## src/sv/gcs_ram.sv

```systemverilog
module gcs_ram #(
    parameter int WIDTH = 16,
    parameter int DEPTH = 16,
    localparam int AW = (DEPTH > 1) ? $clog2(DEPTH) : 1
) (
    input  logic             i_clk,
    input  logic             i_we,
    input  logic [AW-1:0]    i_waddr,
    input  logic [WIDTH-1:0] i_wdata,
    input  logic [AW-1:0]    i_raddr,
    output logic [WIDTH-1:0] o_rdata
);

    logic [WIDTH-1:0] r_mem [DEPTH];
    logic [WIDTH-1:0] r_rdata;

    // One write port, one registered read port.
    always_ff @(posedge i_clk) begin
        if (i_we) begin
            r_mem[i_waddr] <= i_wdata;
        end
        r_rdata <= r_mem[i_raddr];
    end

    assign o_rdata = r_rdata;

endmodule

```

## config.mk

```make
export PLATFORM = sky130hd
export DESIGN_NAME = gcs_ram
export DESIGN_NICKNAME = d
export VERILOG_FILES = /design/src/sv/gcs_ram.sv
export SDC_FILE = /design/constraint.sdc
export NUM_CORES = 1
export LEC_CHECK = 0
export BUFFER_PORTS_ARGS = -buffer_cell sky130_fd_sc_hd__buf_2
export CAP_MARGIN = 20
export CORE_ASPECT_RATIO = 0.6
export CORE_MARGIN = 5
export CORE_UTILIZATION = 61
export CTS_CLUSTER_SIZE = 28
export DETAILED_ROUTE_END_ITERATION = 7
export PLACE_DENSITY = 0.75
export RECOVER_POWER = 100
export SYNTH_ARGS = -nofsm -noshare
export SYNTH_HDL_FRONTEND = slang
export SYNTH_SLANG_ARGS = --single-unit
```

## constraint.sdc

```tcl
create_clock -name i_clk -period 2.6 [get_ports i_clk]
set_input_delay 0.26 -clock i_clk [delete_from_list [all_inputs] [get_ports i_clk]]
set_output_delay 0.26 -clock i_clk [all_outputs]
set_load 0.03 [all_outputs]
```

Yosys cells after proc, flatten, opt, wreduce, memory -nomap -nowiden
Memories as Yosys holds them, arrays and structs flattened. A register that Yosys moved wholly into a read port is not among the register bits.
Cells that the tools add are included.
{"block": "totals", "reg_bits": 0, "ramBits": 256, "input_bits": 26, "output_inout_bits": 16, "word_cells": 3, "n_memories": 1}
{"memory": "r_mem", "words": 16, "width": 16, "rd": 1, "rd_clocked_by_memory_dff": 1, "write_ports": 1, "line_no": "14", "rtl": "logic [WIDTH-1:0] r_mem [DEPTH];"}
{"block": "classes", "n_mux": 2}
{"operator": "$mux W1", "count": 2}

Logic depth before layout (Yosys ltp)
{"block": "depth", "word_depth": 2, "mapped_depth": 5, "ltp_nobuf": 3}

Worst setup path after synthesis
Ideal clock, no wire load.
{"block": "synth_path", "kind": "input to register", "start": "input port i_waddr[2]", "end": "memory r_mem[0][0] (enable)", "arrival_ns": 1.906, "path_slack_ns": 0.285, "stages": 2, "path_buffers": 0, "path_cell_list": "or3b_2 -> nor3_1"}
{"item": "start, declared", "line_no": "8", "rtl": "input logic [AW-1:0] i_waddr,"}
{"item": "end, declared", "line_no": "14"}
No word-level cell before the write port.

Worst setup path after layout
{"block": "layout_path", "start": "input port i_waddr[2]", "end": "memory r_mem[3][10] (enable)"}
No word-level cell before the write port.

==> metrics.txt <==
Slew @ Worst Pin=1.24 ns; dominant delay contributor by cell family on the critical path=buffers and inverters; drt total wl=21.1 mm; met3 routed WL=2.20 mm; DRT iter0 DRCs=662; Critical Path End Type=register; CTS Hold Bufs=0; Crit Path Class=primary input to register; largest net degree at the start of global routing=30; cell internal pwr=between 7 and 8 mW; initial antenna violation count=0; GR Overflow Total=0; worst-skew pair later-pin latency=0.51 ns; FF+latch count, synth=~270; M1 WL=8.75 mm; Comb pwr share=0.053; Tmin final=1.95 ns; cell chain of the critical path=clkbuf_1 -> or3b_2 -> nor2_1 -> clkbuf_1; VDD IR-drop max=637 µV; Distinct cells, synth=19; period utilization=0.751; Num CTS Buffers=23; syn nets=458; status=finished clean; post-route ant nets=0; root buffer cell=clkbuf_16; part of the power in registers=0.545; clock skew=approximately 0.0064 ns; NetSw=1.84 mW; first-pass GRT wire length=approximately 31 mm; area grow syn2layout=13.6%; critical path required time=between 2 and 3 ns; met2 wire length=9.79 mm; area leader, netlist=edfxtp_1; Yosys top cell area share=0.765; final setup vio count=0; CTS tree=yes; PD cells=792 nW/µm²; hold_sp=i_wdata[6]; post-synthesis sequential area ratio=0.797; launch point of the worst reg-to-reg path=r_mem[1][0]$_DFFE_PP_; Leakage=approximately 3.6 nW; Clock Tree Buf Depth=3; Post-CTS Setup Repair Bufs=0; crit path DAT=2.07 ns; relative slew slack=0.176; Starting Density=0.621; die extent in x=176 µm; number of cells in the design after placement=roughly 700; Die Height=109 µm; Worst R2R End=o_rdata[0]$_DFF_P_; sw frac=0.203; unrepaired setup endpoints after global routing=no; Clk pwr share=0.401; Mapped Cells=432; Non-Filler Instances=739; GRT Util Overall=0.228; CTS sink cnt=approximately 270; nets=539; Max FO, Critical Path=14; final hold vios=0; utilization after layout=0.706; layout cells sized above 1=0.211; Synth area leaders=edfxtp_1, mux4_2, dfxtp_1, mux4_1, a22oi_1; Post-Syn Area=10,000 µm²; Max Clock Freq=512 MHz; Hold Path Depth=1; H-tree depth=1; post-route cell area=11,400 µm²; highest routed layer=met4; core area=16,200 µm²; startpoint class of the critical path=primary input; PortBufs=between 40 and 50; number of global-route vias before repair=4,901; Hold Path End=r_mem[12][6]$_DFFE_PP_; max-cap viol count=0; FF-to-FF path depth=3; via count=4,763; Worst Hold Class=primary input to register; routed len/inst=28.6 µm; final setup margin=0.649 ns; dpl cell area=10,800 µm²; Resize count post-CTS=0; max incr delay on CP=0.94 ns; clk slew on worst S/H paths=0.07 ns; Remaining DRCs=0; total die area=~19,000 µm²; Final GP Congestion=0.759; ant diodes=0; synth warn=0; Reg2Reg Setup Slack=roughly 1.1 ns; Crit-path slowest cell=clkbuf_1; CP dominant cell by count=clkbuf_1; EDFF count, synth=about 260; WP buf/inv=2; ys flop type=edfxtp_1; Post-synth top cells=edfxtp_1, mux4_2, a22oi_1; Pre-antenna DRT Iters=5; syn_area_per_cell=23.2 µm²; setup TNS=0 ns; fin. max-slew vios=0; Post-synth ARST share=0; Post-DP HPWL=about 13 mm; Vias/cell=6.45; setup slack at placement=0.670 ns; I/O pins=42; row count=36; most numerous cell in the Yosys netlist=edfxtp_1
## per-stage QoR
stage | hold slack (ns) | total power, mW
final | 0.253 | 9.04
after global routing | 0.262 | 9.34
after CTS | 0.111 | 9.11
after detailed placement | 0.649 | 5.53
after global placement | 0.627 | 5.51
after floorplan | 0.359 | 5.31
## placed cells by master (no fill, tap or decap), drive strengths merged, types with 4 or more instances in the layout
master / instances
edfxtp: 256
clkbuf: 87
mux4: 64
a22oi: 32
buf: 19
nand2: 17
dfxtp: 16
nor2: 13
clkinv: 5
nor3: 4
bufinv: 4
## final cells by class
type / count / area (µm²)
flip-flops and latches: 272 / 8010
fillers: 975 / 4760
multi-input cells: 139 / 1910
clock buffers: 29 / 628
repair buffers: 77 / 423
well taps: 209 / 262
clock inverters: 13 / 180
## worst max-delay path by stage
stage / from / to / depth (start not counted)
global route: i_waddr[0] / r_mem[6][10]$_DFFE_PP_ / 4
global placement: i_raddr[0] / o_rdata[1]$_DFF_P_ / 5
detailed placement: i_raddr[0] / o_rdata[1]$_DFF_P_ / 5
finish: i_waddr[2] / r_mem[3][10]$_DFFE_PP_ / 4
CTS: r_mem[1][0]$_DFFE_PP_ / o_rdata[0]$_DFF_P_ / 3
floorplan: i_waddr[2] / r_mem[0][0]$_DFFE_PP_ / 2
## registers in the layout (all words and copies together) (netlist names)
signal	cells
o_rdata	16
r_mem	256
## cells by family after synthesis
group	count (synthesis)	share of synthesized area
compound gates	32	0.0239
flops	272	0.797
mux	64	0.147
buf+inv	21	0.0123
simple gates	43	0.0192
## layer usage
metal / track usage / up-vias
li1: - / 2004
met1: 0.328 / 2456
met2: 0.357 / 266
met3: 0.0698 / 37
met4: 0.0456 / 0
met5: 0 / -
## power groups by stage
stage,clock network [mW],logic [mW],registers (mW)
after CTS,3.67,0.511,4.93
after global placement,0,0.495,5.01
after global routing,3.89,0.516,4.94
final,3.63,0.481,4.93
after floorplan,0,0.239,5.07
after detailed placement,0,0.507,5.02
Note: power is estimated with default switching activity, not from simulation.
