`src/sv/gcs_pkg.sv`:
```
package gcs_pkg;

    typedef logic signed [15:0] t_word;

    localparam int ACC_W  = 40;
    localparam int MUL_W  = 17;
    localparam int PROD_W = 2 * MUL_W;

    // Input operation codes.
    localparam logic [1:0] OP_WEIGHT  = 2'd0;
    localparam logic [1:0] OP_FEATURE = 2'd1;
    localparam logic [1:0] OP_HIDDEN  = 2'd2;

    // Configuration register indexes.
    localparam logic REG_INPUT_LEN  = 1'b0;
    localparam logic REG_HIDDEN_LEN = 1'b1;

    // Gate numbers.
    localparam logic [1:0] GATE_Z = 2'd0;
    localparam logic [1:0] GATE_R = 2'd1;
    localparam logic [1:0] GATE_C = 2'd2;

    // Kind of word inside a gate bank.
    localparam logic [1:0] KIND_W = 2'd0;
    localparam logic [1:0] KIND_U = 2'd1;
    localparam logic [1:0] KIND_B = 2'd2;

    // Activation break points, 16 fraction bits, steps of 0.25 from 0 to 8.
    localparam logic [16:0] SIG_TAB [33] = '{
        17'd32768, 17'd36843, 17'd40793, 17'd44511, 17'd47911, 17'd50941,
        17'd53581, 17'd55834, 17'd57724, 17'd59287, 17'd60565, 17'd61598,
        17'd62428, 17'd63090, 17'd63615, 17'd64030, 17'd64357, 17'd64614,
        17'd64816, 17'd64974, 17'd65097, 17'd65194, 17'd65269, 17'd65328,
        17'd65374, 17'd65410, 17'd65438, 17'd65459, 17'd65476, 17'd65489,
        17'd65500, 17'd65508, 17'd65514
    };

    localparam logic [16:0] TANH_TAB [33] = '{
        17'd0,     17'd16051, 17'd30285, 17'd41625, 17'd49912, 17'd55593,
        17'd59320, 17'd61694, 17'd63179, 17'd64096, 17'd64659, 17'd65003,
        17'd65212, 17'd65339, 17'd65417, 17'd65464, 17'd65492, 17'd65509,
        17'd65520, 17'd65526, 17'd65530, 17'd65532, 17'd65534, 17'd65535,
        17'd65535, 17'd65536, 17'd65536, 17'd65536, 17'd65536, 17'd65536,
        17'd65536, 17'd65536, 17'd65536
    };

    // Table point lookup; odd selects tanh, otherwise sigmoid.
    function automatic logic [16:0] act_tab(input logic odd, input logic [5:0] idx);
        logic [16:0] v;
        if (idx > 6'd32) begin
            v = '0;
        end else if (odd) begin
            v = TANH_TAB[idx];
        end else begin
            v = SIG_TAB[idx];
        end
        return v;
    endfunction

endpackage

```
`src/sv/gcs_mul.sv`:
```
module gcs_mul (
    input  logic                                i_clk,
    input  logic signed [gcs_pkg::MUL_W-1:0]    i_a,
    input  logic signed [gcs_pkg::MUL_W-1:0]    i_b,
    output logic signed [gcs_pkg::PROD_W-1:0]   o_p
);

    logic signed [gcs_pkg::PROD_W-1:0] r_p;

    // Shared signed multiplier with a registered product.
    always_ff @(posedge i_clk) begin
        r_p <= i_a * i_b;
    end

    assign o_p = r_p;

endmodule

```
`config.mk`:
```
export PLATFORM = sky130hd
export DESIGN_NAME = gcs_mul
export DESIGN_NICKNAME = d
export VERILOG_FILES = /design/src/sv/gcs_pkg.sv /design/src/sv/gcs_mul.sv
export SDC_FILE = /design/constraint.sdc
export NUM_CORES = 1
export LEC_CHECK = 0
export BUFFER_PORTS_ARGS = -buffer_cell sky130_fd_sc_hd__buf_2
export CAP_MARGIN = 20
export CORE_ASPECT_RATIO = 0.75
export CORE_MARGIN = 10
export CORE_UTILIZATION = 65
export CTS_CLUSTER_SIZE = 30
export DETAILED_ROUTE_END_ITERATION = 10
export GPL_TIMING_DRIVEN = 0
export PLACE_DENSITY = 0.91
export SYNTH_ARGS = -nofsm -noshare
export SYNTH_HDL_FRONTEND = slang
export SYNTH_SLANG_ARGS = --single-unit
```
`constraint.sdc`:
```
create_clock -name i_clk -period 11.5 [get_ports i_clk]
set_clock_uncertainty 0.2 [all_clocks]
set_input_delay 0.575 -clock i_clk [delete_from_list [all_inputs] [get_ports i_clk]]
set_output_delay 0.575 -clock i_clk [all_outputs]
set_load 0.02 [all_outputs]
```
# Yosys cells after proc, flatten, opt, wreduce, memory -nomap -nowiden
# Index checks and enable logic that the tools add are counted.
dict set report totals {
  regBits 34
  inputBits 35
}
dict set report classes {
  n_mul 1
}
# cell n
set op_table {}
lappend op_table {{multiplier 17 x 17 -> 34 bit} 1}

# Longest topological paths before layout
# Gate-level depths: netlist (run 1).
dict set report depth {
  word_depth 1
  mapped_depth 24
}

# Worst setup path before layout (run 1)
# Ideal clock, no wire load.
dict set report synth_timing {
  kind {input port to flip-flop}
  start {input i_b[8] (netlist name)}
  end {register r_p, in the netlist o_p[31]}
  setup_ns 0.123
  t_arrival_ns 6.290
  setup_slack_ns 4.887
  cell_stages 24
  cell_sequence {clkbuf_1 clkbuf_1 nand2_1 fa_1 inv_1 fa_1 inv_1 fa_1 inv_1 fa_1 fa_1 inv_1 fa_1 inv_1 ha_1 buf_6 a21oi_2 nand2_1 a221oi_2 a311oi_1 or4b_4 a31oi_4 o21bai_1 xor2_1}
}
dict set report synth_between {
  elab_chain_cells 1
}
# element line
set synth_lines {}
lappend synth_lines {{start: declaration} gcs_mul.sv:4} ;# input logic signed [gcs_pkg::MUL_W-1:0] i_b,
lappend synth_lines {{multiplier 17 x 17 -> 34 bit} gcs_mul.sv:12} ;# r_p <= i_a * i_b;
lappend synth_lines {{end signal: assignment} gcs_mul.sv:12}
lappend synth_lines {{end: declaration} gcs_mul.sv:8} ;# logic signed [gcs_pkg::PROD_W-1:0] r_p;
# No other way between the ends.

# Worst setup path after layout (run 1)
# Same ends and word-level chain as after synthesis.

==> flow_metrics.py, run 1 <==
metrics = {
    "min_path": {
        "hp-class": "input pin to flop",
        "hold-path-cell-count": 2,
    },
    "global_route": {
        "grtUsageTotal_pct": 27.0,
        "antenna_found_initial": 0,
        "gr-total-overflow": 0,
        "grt_pass1_vias": 9700,
        "grt_pass1_wl_um": 50400,
        "grt_max_degree": 12,
    },
    "synth": {
        "ys_ff_latch": 34,
        "synth_top_area_cell": "fa_1",
        "synth.distinct_cells": 50,
        "syn-num-nets": 1654,
        "syn_area_per_cell_um2": 9.40,
        "synth_top_area_share_pct": 50.9,
        "synthTopCellsByArea": "fa_1, inv_1, ha_1",
        "async_reset_ff_share_pct": 0,
        "synth_top_flop_cell": "dfxtp_1",
        "synthCells": 1238,
        "yosys_warnings": 0,
        "synth_edf_count": 0,
        "syn_area_mm2": 0.0116,
        "synth_seq_area_share_pct": 5.85,
    },
    "flow_run": {
        "drv_cap": 0,
    },
    "placement": {
        "dpl.hpwl_um": 25600,
        "port_buffers": 65,
        "dp_slack_ns": 3.94,
        "gp_congestion": 1.05,
    },
    "finish": {
        "drive_above_1_share_pct": 6.18,
        "largest_reg_flops": 34,
        "area_delta_synth_final_pct": 6.83,
        "nNetsFinal": 1726,
        "n_antenna_cell": 0,
        "fillers": 1239,
        "utilization_pct": 70.6,
    },
    "die": {
        "initial_utilization_pct": 66.1,
        "die_h_um": 136,
        "io_pins": 69,
        "dieWidth_um": 174,
        "die_area_mm2": 0.0237,
        "coreArea_mm2": 0.0176,
        "placementRows": 42,
    },
    "timing": {
        "period_share_pct": 63.9,
        "slew_headroom_pct": 41.5,
        "post-route-min-period_ns": 7.35,
        "setup_ws_ns": 4.15,
        "tightest_slew_ns": 0.878,
        "setup_viol_count_final": 0,
        "rsz0062_at_grt": "false",
        "maxSlewViolCount": 0,
        "tns_ns": 0,
        "fmax_ghz": 0.136,
        "finalHoldViolations": 0,
    },
    "worst_setup_path": {
        "critPathLaunchType": "input pin",
        "cp-end-kind": "flop",
        "cp_data_required_time_ns": 11.48,
        "crit_type": "input pin to flop",
        "cp.arrival_ns": 7.33,
        "crit_fanout": 10,
    },
    "drt": {
        "first_pass_iters": 7,
        "num_vias": 8855,
        "drc_errors": 0,
        "vias_per_cell": 5.70,
        "wl_per_cell_um": 19.8,
        "ant_nets": 0,
        "drt_iter0_markers": 870,
        "routed_wirelength_um": 30800,
    },
    "clock_tree": {
        "holdBufCountCts": 0,
        "clockRootBuffer": "clkbuf_16",
        "clk_pin_slew_ns": 0.07,
        "cts_tree": "built",
        "postCtsSetupBuffers": 0,
        "cts_sinks": 34,
        "cts_resized": 0,
        "numCtsBuffers": 5,
        "cts_max_level": 2,
        "clockBufferDepth": 2,
    },
    "run_status": {
        "status": "finished, final reports clean",
    },
}
==> placed cells by master, fill, tap and decap left out, types with 10 or more instances in the layout <==
cell,n
ha_1,85
a21oi_1,17
inv_1,311
o21ai_0,16
dfxtp_1,34
fa_1,296
a21o_1,10
buf_2,66
clkbuf_1,40
xnor2_1,26
and2_1,148
nor2_1,32
nand2_1,142
==> per-layer routing <==
metal,vias up,wire (um),track usage [%]
met5,-,0,0
met3,127,4160,8.59
met1,4377,11700,35.5
met2,594,13700,42.0
li1,3757,-,-
met4,0,1200,8.83
==> worst max-delay path: stages <==
cell and delay, ns:
clkbuf_1 0.39, clkbuf_1 0.45, nand2_1 0.17, fa_1 0.56, inv_1 0.05, fa_1 0.51
inv_1 0.06, fa_1 0.56, inv_1 0.06, fa_1 0.46, fa_1 0.50, inv_1 0.05
fa_1 0.48, inv_1 0.05, ha_1 0.28, buf_6 0.14, and4_1 0.25, nand4_1 0.11
o21bai_1 0.27, a311oi_1 0.27, or4b_4 0.55, a31oi_4 0.25, o21bai_1 0.12, xor2_1 0.15
==> kinds of logic (layout without fill, tap and decap cells) <==
logic type / after synthesis / in the layout / share of synthesized area [%]
adder cells (fa/ha/maj): 381 / 381 / 60.1
AND/OR/NAND/NOR: 356 / 356 / 15.4
buffers and inverters: 354 / 427 / 11.5
AO/OA/AOI/OAI: 82 / 82 / 4.80
flip-flops: 34 / 34 / 5.85
XOR/XNOR: 30 / 30 / 2.26
multiplexers: 1 / 1 / 0.0860
==> final timing paths <==
path    from      end  slack [ns]
max   i_b[8]  o_p[31]        4.15
min   i_b[0]   o_p[0]        0.41
==> cell usage after synthesis (3+ instances only) <==
library cell	instances
nor3_1	4
ha_1	85
nor2b_1	4
a21o_1	10
a21oi_1	17
dfxtp_1	34
nand2_1	142
nor2_1	32
fa_1	296
and2_1	148
xnor2_1	26
a211oi_1	4
inv_1	311
o21ai_0	16
xor2_1	4
a31oi_1	4
o21ai_1	3
nand3_1	8
nand2b_1	3
clkbuf_1	39
nand4_1	5
o21a_1	6
o211ai_1	4
==> area by class of cell <==
type / instances / area [um2] / area share (%)
clock inverters: 2 / 37.5 / 0.302
inverters: 311 / 1170 / 9.39
clock buffers: 6 / 129 / 1.04
repair buffers: 65 / 325 / 2.62
plain buffers: 43 / 171 / 1.38
flip-flops and latches: 34 / 681 / 5.48
well taps: 242 / 303 / 2.44
multi-input cells: 850 / 9620 / 77.4
==> through the flow <==
step                area, um2  cells  hold slack [ns]
finish                  12400   1553            0.405
CTS                     12400   1553            0.409
floorplan               11600   1238            0.497
global placement        12300   1545            0.699
global route            12400   1553            0.418
detailed placement      12300   1545            0.715
Power of run 1 is left out: the tool's default activity adds up to more than one toggle a clock period on the data nets, which glitch-free logic cannot reach.
==> run 2: changes to the inputs <==
- ABC_AREA: not set -> 1
- CORE_UTILIZATION: 65 -> 59
- PLACE_DENSITY: 0.91 -> 0.87
- clock period: 11.5 -> 6.4 ns (I/O delays scaled with it)
==> flow_metrics.py, run 2 <==
metrics = {
    "finish": {
        "mostFrequentLayoutCells": "inv_1, nand2_1, fa_1, ha_1, clkbuf_1",
        "area_delta_synth_final_pct": 5.59,
        "utilization_pct": 63.0,
        "largest_reg_flops": 34,
        "nNetsFinal": 2087,
        "stdcell_count": 1960,
        "n_antenna_cell": 0,
        "drive_above_1_share_pct": 4.67,
        "mostFrequentLayoutCell": "inv_1",
    },
    "synth": {
        "synthCells": 1629,
        "synth_common_cells": "inv_1, nand2_1, fa_1, ha_1, clkbuf_1",
        "yosysMostFrequentCell": "inv_1",
        "ys_ff_latch": 34,
        "synth_edf_count": 0,
        "syn_area_per_cell_um2": 7.72,
        "synth-compound-area-share_pct": 1.99,
        "async_reset_ff_share_pct": 0,
        "synth-xor-area-share_pct": 1.39,
        "synthTopCellsByArea": "fa_1, inv_1, nand2_1",
        "synth_top_area_share_pct": 47.1,
        "synthSimpleGateAreaFrac_pct": 18.4,
        "synth_mux_area_share_pct": 0,
        "syn-num-nets": 2045,
        "yosys_warnings": 0,
        "synth_top_family_by_area": "adder cells",
        "synthAdderAreaFrac_pct": 55.6,
        "synth_top_area_cell": "fa_1",
        "synth.distinct_cells": 27,
        "syn_area_mm2": 0.0126,
        "synth_top_flop_cell": "dfxtp_1",
        "synth_seq_area_share_pct": 5.41,
    },
    "clock_tree": {
        "clk_pin_slew_ns": 0.06,
        "cts_sinks": 34,
        "clockBufferDepth": 2,
        "cts_tree": "built",
        "numCtsBuffers": 5,
        "cts_max_level": 2,
        "clockRootBuffer": "clkbuf_16",
    },
    "placement": {
        "gp_congestion": 0.985,
        "dp_slack_ns": -0.117,
        "port_buffers": 35,
        "dpl.hpwl_um": 28600,
        "dp_cells": 1952,
    },
    "worst_setup_path": {
        "cp.arrival_ns": 6.10,
        "crit_type": "input pin to flop",
        "cp_data_required_time_ns": 6.42,
        "critPathLaunchType": "input pin",
        "cp-end-kind": "flop",
        "crit_fanout": 10,
    },
    "timing": {
        "rsz0062_at_grt": "false",
        "post-route-min-period_ns": 6.08,
        "setup_viol_count_final": 0,
        "hold_slack_ns": 0.293,
        "slew_headroom_pct": 50.9,
        "maxSlewViolCount": 0,
        "period_share_pct": 95.0,
        "fmax_ghz": 0.165,
        "setup_ws_ns": 0.322,
        "finalHoldViolations": 0,
        "tightest_slew_ns": 0.737,
    },
    "global_route": {
        "antenna_found_initial": 1,
        "grt_pass1_wl_um": 54200,
        "grt_pass1_vias": 10600,
        "gr-total-overflow": 0,
        "grtUsageTotal_pct": 24.7,
        "grt_max_degree": 12,
    },
    "die": {
        "initial_utilization_pct": 59.7,
        "io_pins": 69,
        "placementRows": 46,
        "dieWidth_um": 189,
        "coreArea_mm2": 0.0211,
        "die_area_mm2": 0.0276,
        "die_h_um": 146,
    },
    "min_path": {
        "hp-class": "input pin to flop",
    },
    "drt": {
        "ant_nets": 0,
        "routed_wirelength_um": 32700,
        "vias_per_cell": 5.11,
        "drt_iter0_markers": 1024,
        "wl_per_cell_um": 16.7,
        "num_vias": 10000,
        "first_pass_iters": 6,
        "drc_errors": 0,
    },
    "flow_run": {
        "drv_cap": 0,
    },
    "run_status": {
        "status": "finished, final reports clean",
    },
}
-- run 2: final cells by class --
cell class	count	area [um2]
plain buffers	67	265
clock buffers	6	139
clock inverters	2	12.5
fillers	1854	7790
inverters	511	1920
multi-input cells	1017	9730
flip-flops and latches	34	681
well taps	288	360
repair buffers	35	175
-- run 2: through the flow --
step / TNS, ns / instance area [um2]
2_1_floorplan: 0 / 12600
3_3_place_gp: -0.0662 / 13100
3_5_place_dp: -0.306 / 13100
4_1_cts: 0 / 13300
5_1_grt: 0 / 13300
6_report: 0 / 13300
-- run 2: logic make-up after synthesis --
group | Yosys count
adders and majority gates | 381
DFF | 34
and+or+nand+nor | 570
buffers and inverters | 578
xor gates and xnor gates | 20
AOI/OAI and AO/OA | 46
-- run 2: final timing paths --
path | start | to | slack (ns) | cells past startpoint
setup / recovery | i_a[8] | o_p[27] | 0.32 | 21
hold / removal | i_b[0] | o_p[0] | 0.29 | 3
-- run 2: repair_timing --
action                                 4_1_cts  5_1_grt
buffers inserted                             0        0
hold buffers                                 0        0
endpoints found under the hold margin        0        0
resized for setup                            0       23
setup endpoints to repair                    0       13
-- run 2: critical path, stage by stage --
cell and delay (ns):
clkbuf_1 0.42, clkbuf_1 0.55, nand2_1 0.18, fa_1 0.55, inv_1 0.06, fa_1 0.49, fa_1 0.62, fa_1 0.45
fa_1 0.49, inv_1 0.05, fa_1 0.47, inv_1 0.04, ha_1 0.34, nand2_1 0.13, inv_1 0.11, nand2_2 0.08
nor3_1 0.32, nand3_1 0.20, nand3_1 0.12, nand2_1 0.06, nand2_1 0.06
-- run 2: per-layer routing --
| layer | GRT usage (%) | routed length, um | vias to the layer above |
|---|---|---|---|
| li1 | - | - | 4611 |
| met1 | 33.3 | 13200 | 4896 |
| met2 | 40.5 | 15400 | 465 |
| met3 | 4.78 | 3410 | 48 |
| met4 | 5.11 | 718 | 2 |
| met5 | 0 | 7 | - |
Power of run 2 is left out for the same reason.
